<file path="src/hw/rtl/srvreg_pkg.sv">
// Shared types and constants of the server registry.
// Used by srvreg_ctrl, srvreg_dp and server_registry_with_aging.
package srvreg_pkg;

  localparam int ADDR_W   = 32;
  localparam int PORT_W   = 16;
  localparam int TIME_W   = 32;
  localparam int FIELD_W  = 16;
  localparam int STATUS_W = 3;
  localparam int SLOT_W   = 6;
  localparam int COUNT_W  = 7;
  localparam int MASK_W   = 3;
  localparam int CFG_IDX_W = 2;
  localparam int CFG_DAT_W = 16;
  localparam int MAX_SRV_W = 7;
  localparam int MAX_ROWS = 64;

  localparam logic [MAX_SRV_W-1:0] SRV_LIMIT_RST    = 7'd64;
  localparam logic [FIELD_W-1:0]   HB_TIMEOUT_RST   = 16'd2;
  localparam logic [FIELD_W-1:0]   INFO_TIMEOUT_RST = 16'd900;

  localparam logic [CFG_IDX_W-1:0] REG_SRV_LIMIT    = 2'd0;
  localparam logic [CFG_IDX_W-1:0] REG_HB_TIMEOUT   = 2'd1;
  localparam logic [CFG_IDX_W-1:0] REG_INFO_TIMEOUT = 2'd2;

  localparam logic [STATUS_W-1:0] STS_OK        = 3'd0;
  localparam logic [STATUS_W-1:0] STS_ADDED     = 3'd1;
  localparam logic [STATUS_W-1:0] STS_NOT_FOUND = 3'd2;
  localparam logic [STATUS_W-1:0] STS_FULL      = 3'd3;
  localparam logic [STATUS_W-1:0] STS_BAD_CHAL  = 3'd4;
  localparam logic [STATUS_W-1:0] STS_INVALID   = 3'd5;

  typedef enum logic [1:0] {
    MODE_HEARTBEAT = 2'd0,
    MODE_INFO      = 2'd1,
    MODE_QUERY     = 2'd2,
    MODE_EXPIRE    = 2'd3
  } mode_t;

  typedef enum logic [3:0] {
    S_CLEAR,
    S_IDLE,
    S_FIND,
    S_MOD,
    S_ALLOC,
    S_WRITE,
    S_QUERY,
    S_QEND,
    S_EXPIRE
  } state_t;

  typedef struct packed {
    logic load;
    logic scan_go;
    logic scan_stop;
    logic mod_go;
    logic mod_step;
    logic alloc_go;
    logic clr_step;
    logic take_hit;
    logic take_free;
    logic commit;
    logic emit_full;
    logic emit_nf;
    logic q_push;
    logic q_end;
    logic exp_step;
    logic exp_end;
  } cmd_t;

  typedef struct packed {
    mode_t mode;
    mode_t req_mode;
    logic  clr_done;
    logic  eval_vld;
    logic  scan_done;
    logic  mod_done;
    logic  hit_find;
    logic  hit_free;
    logic  hit_query;
    logic  rows_last;
    logic  table_full;
  } stat_t;

endpackage

</file>
<file path="src/hw/rtl/srvreg_ctrl.sv">
// Sequencer of the server registry: walks each operation through its scan phases.
// Depends on srvreg_pkg; drives srvreg_dp through cmd_t and reads stat_t.
module srvreg_ctrl import srvreg_pkg::*; (
  input  logic  clk,
  input  logic  rst_n,
  input  logic  start,
  output logic  busy,
  input  stat_t stat,
  output cmd_t  cmd
);

  state_t state_r, state_nxt;

  always_ff @(posedge clk) begin
    if (!rst_n) begin
      state_r <= S_CLEAR;
    end else begin
      state_r <= state_nxt;
    end
  end

  always_comb begin
    state_nxt = state_r;
    unique case (state_r)
      S_CLEAR: begin
        if (stat.clr_done) state_nxt = S_IDLE;
      end
      S_IDLE: begin
        if (start) begin
          unique case (mode_t'(stat.req_mode))
            MODE_HEARTBEAT, MODE_INFO: state_nxt = S_FIND;
            MODE_QUERY:                state_nxt = S_QUERY;
            MODE_EXPIRE:               state_nxt = S_EXPIRE;
            default:                   state_nxt = S_IDLE;
          endcase
        end
      end
      S_FIND: begin
        if (stat.eval_vld && stat.hit_find) begin
          state_nxt = S_WRITE;
        end else if (stat.scan_done) begin
          if (stat.mode == MODE_HEARTBEAT && !stat.table_full) state_nxt = S_MOD;
          else state_nxt = S_IDLE;
        end
      end
      S_MOD: begin
        if (stat.mod_done) state_nxt = S_ALLOC;
      end
      S_ALLOC: begin
        if (stat.eval_vld && stat.hit_free) state_nxt = S_WRITE;
      end
      S_WRITE: state_nxt = S_IDLE;
      S_QUERY: begin
        if ((stat.eval_vld && stat.hit_query && stat.rows_last) || stat.scan_done) begin
          state_nxt = S_QEND;
        end
      end
      S_QEND: state_nxt = S_IDLE;
      S_EXPIRE: begin
        if (stat.scan_done) state_nxt = S_IDLE;
      end
      default: state_nxt = S_CLEAR;
    endcase
  end

  always_comb begin
    cmd  = '0;
    busy = 1'b1;
    unique case (state_r)
      S_CLEAR: cmd.clr_step = 1'b1;
      S_IDLE: begin
        busy = 1'b0;
        // load the item and start the full-table walk in the same cycle
        if (start) begin
          cmd.load    = 1'b1;
          cmd.scan_go = 1'b1;
        end
      end
      S_FIND: begin
        if (stat.eval_vld && stat.hit_find) begin
          cmd.take_hit  = 1'b1;
          cmd.scan_stop = 1'b1;
        end else if (stat.scan_done) begin
          if (stat.mode != MODE_HEARTBEAT) cmd.emit_nf = 1'b1;
          else if (stat.table_full) cmd.emit_full = 1'b1;
          else cmd.mod_go = 1'b1;
        end
      end
      S_MOD: begin
        if (stat.mod_done) cmd.alloc_go = 1'b1;
        else cmd.mod_step = 1'b1;
      end
      S_ALLOC: begin
        if (stat.eval_vld && stat.hit_free) begin
          cmd.take_free = 1'b1;
          cmd.scan_stop = 1'b1;
        end
      end
      S_WRITE: cmd.commit = 1'b1;
      S_QUERY: begin
        if (stat.eval_vld && stat.hit_query) begin
          cmd.q_push = 1'b1;
          if (stat.rows_last) cmd.scan_stop = 1'b1;
        end
      end
      S_QEND: cmd.q_end = 1'b1;
      S_EXPIRE: begin
        cmd.exp_step = 1'b1;
        if (stat.scan_done) cmd.exp_end = 1'b1;
      end
      default: busy = 1'b1;
    endcase
  end

endmodule

</file>
<file path="config.mk">
export PLATFORM = sky130hd
export DESIGN_NAME = srvreg_ctrl
export DESIGN_NICKNAME = d
export VERILOG_FILES = /design/src/hw/rtl/srvreg_pkg.sv /design/src/hw/rtl/srvreg_ctrl.sv
export SDC_FILE = /design/constraint.sdc
export NUM_CORES = 1
export LEC_CHECK = 0
export BUFFER_PORTS_ARGS = -buffer_cell sky130_fd_sc_hd__buf_2
export CAP_MARGIN = 20
export CORE_AREA = 8 8 45 47
export DETAILED_ROUTE_END_ITERATION = 7
export DIE_AREA = 0 0 53 55
export GPL_ROUTABILITY_DRIVEN = 1
export PLACE_DENSITY = 0.77
export SYNTH_ARGS = -nofsm -noshare
export SYNTH_HDL_FRONTEND = slang
export SYNTH_SLANG_ARGS = --single-unit
</file>
<file path="constraint.sdc">
create_clock -name clk -period 3.33 [get_ports clk]
set_clock_uncertainty 0.05 [all_clocks]
set_input_delay 0.4995 -clock clk [delete_from_list [all_inputs] [get_ports clk]]
set_output_delay 0.4995 -clock clk [all_outputs]
set_load 0.05 [all_outputs]
</file>
# Word-level counts from Yosys, hierarchy flattened
# Cells that the tools add are included.
[op_classes]
eq_ne = 18
muxes = 42
reduce_logical = 14
[ops]
columns = ["cell", "count"]
rows = [
  ["4-bit 2-to-1 mux", 8],
  ["4-bit case mux with 8 select lines", 1],
  ["1-bit 2-to-1 mux", 23],
  ["4-bit by 3-bit equality test with 1-bit output, second input constant", 4],
  ["2-bit 2-to-1 mux", 8],
  ["2-bit inequality test, second input constant", 6],
  ["4-bit case mux with 3 select lines", 1],
  ["4-bit by 2-bit equality test with 1-bit output, second input constant", 2],
  ["7-bit AND reduction", 1],
  ["1-bit logical AND", 5],
  ["2-bit equality test, second input constant", 2],
  ["4-bit by 1-bit equality test with 1-bit output, second input constant", 1],
  ["4-bit equality test, second input constant", 1],
  ["2-bit zero test", 2],
  ["4-bit zero test", 1],
  ["2-bit OR reduction", 2],
  ["3-bit inequality test, second input constant", 1],
  ["1-bit case mux with 3 select lines", 1],
  ["2-bit by 1-bit equality test with 1-bit output, second input constant", 1],
  ["2-bit nonzero test", 1],
  ["1-bit zero test", 1],
  ["1-bit logical OR", 1],
]
[word_totals]
register_bits = 4
in_bits = 16

# Logic depth before layout (Yosys ltp)
[logic_depth]
ltp_word = 6
depth_mapped = 7
depth_no_buf = 6

# Worst setup path before layout
# Ideal clock, no wire load.
[synth_path]
path_type = "input to output"
start = "input port stat[4] (netlist name)"
end = "output port cmd[13] (netlist name)"
arrival_ps = 2678
t_required_ps = 2780
slack_ps = 103
stages = 3
n_path_buf = 0
cell_sequence = "nand2_1 nor4_1 a211o_1"
[synth_rtl]
columns = ["element", "line_no", "rtl"]
rows = [
  ["start: declaration", "srvreg_ctrl.sv:8", "input stat_t stat,"],
  ["end: declaration", "srvreg_ctrl.sv:9", "output cmd_t cmd"],
]

==> results by group <==
Detailed routing
  – Via-to-Cell Ratio: 5.34
  – DRC viols: 0
  – Routed Antenna Nets: 0
  – Via Count: 614
  – Initial DRC count: 11
  – Final WL: 1550 um
  – Wire length per cell: 13.5 um
  – DRT Pass-1 Iters: 4

Final layout
  – Fill count: 134
  – Non-Filler Instances: 115
  – Area Overhead vs Synth: 26.1%
  – Storage cell area: 80.1 um^2
  – Biggest regs: state_r x4
  – Final Util: 0.511
  – Most flop-heavy register: state_r
  – Multi-input logic area: 409 um^2
  – Max reg flops: 4
  – # diodes: 0
  – Share of post-route cells with drive strength above 1: 0.465
  – Final nets: 117

Floorplan
  – DIE AREA: 2920 um^2
  – I/O pins: 33
  – # rows: 14
  – Core ar.: 1380 um^2
  – Initial Util: 0.405
  – Die W: 53 um
  – Die Y: 55 um

Power
  – VDD IR-drop max: 0.235 mV
  – Leak: 0.365 nW
  – Pwr dens: 700 nW/um^2

Clock network
  – CTS max path bufs: 2
  – Clk root buf: clkbuf_4
  – CTS Hold Bufs: 0
  – Clk_lat worst skew: 0.24 ns
  – Clock-pin slew on the worst setup and hold paths: 0.04 ns
  – CTS buffer count: 3
  – CTS tree: done
  – # resized after CTS: 0
  – Num Clock Sinks: 4
  – Number of post-CTS setup repair buffers: 0
  – Htree depth: 1

Placed design
  – Buffers on Ports: 32
  – Cells after DPL: 112
  – RePlAce Congestion: 0.839
  – Post-DP HPWL: 1270 um

STA
  – Crit share post-route: 0.701
  – Final setup vio count: 0
  – Worst Tran Pin Value: 0.511 ns
  – RSZ-0062 raised after global routing: false
  – Slew HR: 0.659
  – Fmax: 428 MHz
  – Slew Viols, Final: 0
  – Final setup TNS: 0 ns
  – Final Hold Viols: 0
  – Tmin final: 2.33 ns

Critical path
  – Critical path endpoint category: output port
  – CP Launch Type: register
  – WS Path Type: reg2out
  – Highest net fanout along the worst path: 10
  – Reg2Reg Depth: 4
  – CP required: 2.78 ns
  – Critical R2R Launch: state_r[1]
  – CP arrival: 1.78 ns
  – R2R setup slack: 1.58 ns
  – Reg-to-reg endpoint: state_r[2]

Min path
  – Hold path cells: 3
  – Hold Path Sink: state_r[3]
  – Worst hold path type: in2reg
  – Min-delay src: stat[10]

Run
  – Maxcap violations: 0

GRT
  – Vias in the first global route: 593
  – Global-route wire length before repair: 2530 um
  – Antenna violations before repair: 0
  – Largest net degree at the start of global routing: 14
  – Global route overflow: 0
  – Total track usage: 0.110

Synth
  – Post-synthesis sequential area ratio: 0.143
  – Post-synth EDFFs: 0
  – Top FF cell, synth: dfxtp_1
  – Count leader, synth: nor2_1
  – FF+latch count, synth: 4
  – Post-synth top area share: 0.143
  – YS warnings: 0
  – Ranking of synthesized cells by area: dfxtp_1, mux2i_1, nor4b_2
  – Post-synthesis cell area: 561 um^2
  – Average size of a mapped cell: 8.01 um^2
  – Post-synth ARST share: 0
  – Cell taking the most area after synthesis: dfxtp_1
  – Synthesized Nets: 86
  – Post-synth top cells: nor2_1, nand2_1, nor3_1
  – Synth Instances: 70
  – Synth unique cells: 39

Outcome
  – Outcome: finished clean
==> power by group <==
group / internal, mW / switching (mW)
sequential: 0.0616 / 0.0455
combinational: 0.110 / 0.217
clock: 0.0403 / 0.0204
total: 0.212 / 0.282
==> routing by layer <==
layer  global-route usage  vias to the layer above  wire length [um]
li1                     -                      315                 -
met4               0.0647                        0                40
met1                0.129                      266               714
met3               0.0348                        4               124
met5                    0                        -                 0
met2                0.174                       29               672
==> how the worst max path moves through the flow <==
stage / end / slack (ns) / start
floorplan: cmd[13] / 0.10 / stat[4]
global placement: cmd[13] / 1.28 / state_r[0]
detailed placement: cmd[13] / 1.25 / state_r[0]
CTS: cmd[13] / 0.99 / state_r[0]
global route: cmd[13] / 0.88 / state_r[2]
finish: cmd[13] / 1.0 / state_r[0]
==> through the flow <==
step / total power [mW] / instance area (um^2) / hold WS (ns) / setup WS (ns)
floorplan: 0.398 / 561 / 0.563 / 0.103
global placement: 0.432 / 684 / 0.573 / 1.28
detailed placement: 0.437 / 684 / 0.585 / 1.25
CTS: 0.501 / 707 / 0.496 / 0.986
global route: 0.529 / 707 / 0.515 / 0.878
finish: 0.495 / 707 / 0.500 / 0.996
==> worst max-delay path: stages (launching register included) <==
cell      delay, ns
dfxtp_1        0.56
and4bb_1       0.30
and3_1         0.20
a211o_1        0.28
buf_2          0.21
==> cells in the final DEF (no fill, tap or decap), drive strengths merged, types with 2 or more instances in the layout <==
cell type | Yosys | final
buf | 4 | 32
nor2 | 7 | 7
nand2 | 6 | 6
nor3 | 6 | 6
inv | 4 | 4
dfxtp | 4 | 4
nand3 | 3 | 3
mux2i | 3 | 3
clkbuf | 2 | 3
o21ai | 3 | 3
nor4b | 2 | 2
and3 | 2 | 2
nor4 | 2 | 2
and2 | 2 | 2
nand2b | 2 | 2
==> kinds of logic after synthesis <==
| family | count (synthesis) | share of synthesized area |
|---|---|---|
| flops | 4 | 0.143 |
| simple gates | 40 | 0.458 |
| compound gates | 12 | 0.192 |
| mux | 4 | 0.0804 |
| buf+inv | 10 | 0.127 |
==> final cells by class <==
cell class,count,area share
Multi-Input combinational cell,56,0.579
Inverter,4,0.0212
Timing Repair Buffer,32,0.227
Sequential cell,4,0.113
Clock buffer,3,0.0319
Tap cell,16,0.0283
No activity file was read; power rests on OpenSTA's default activity.
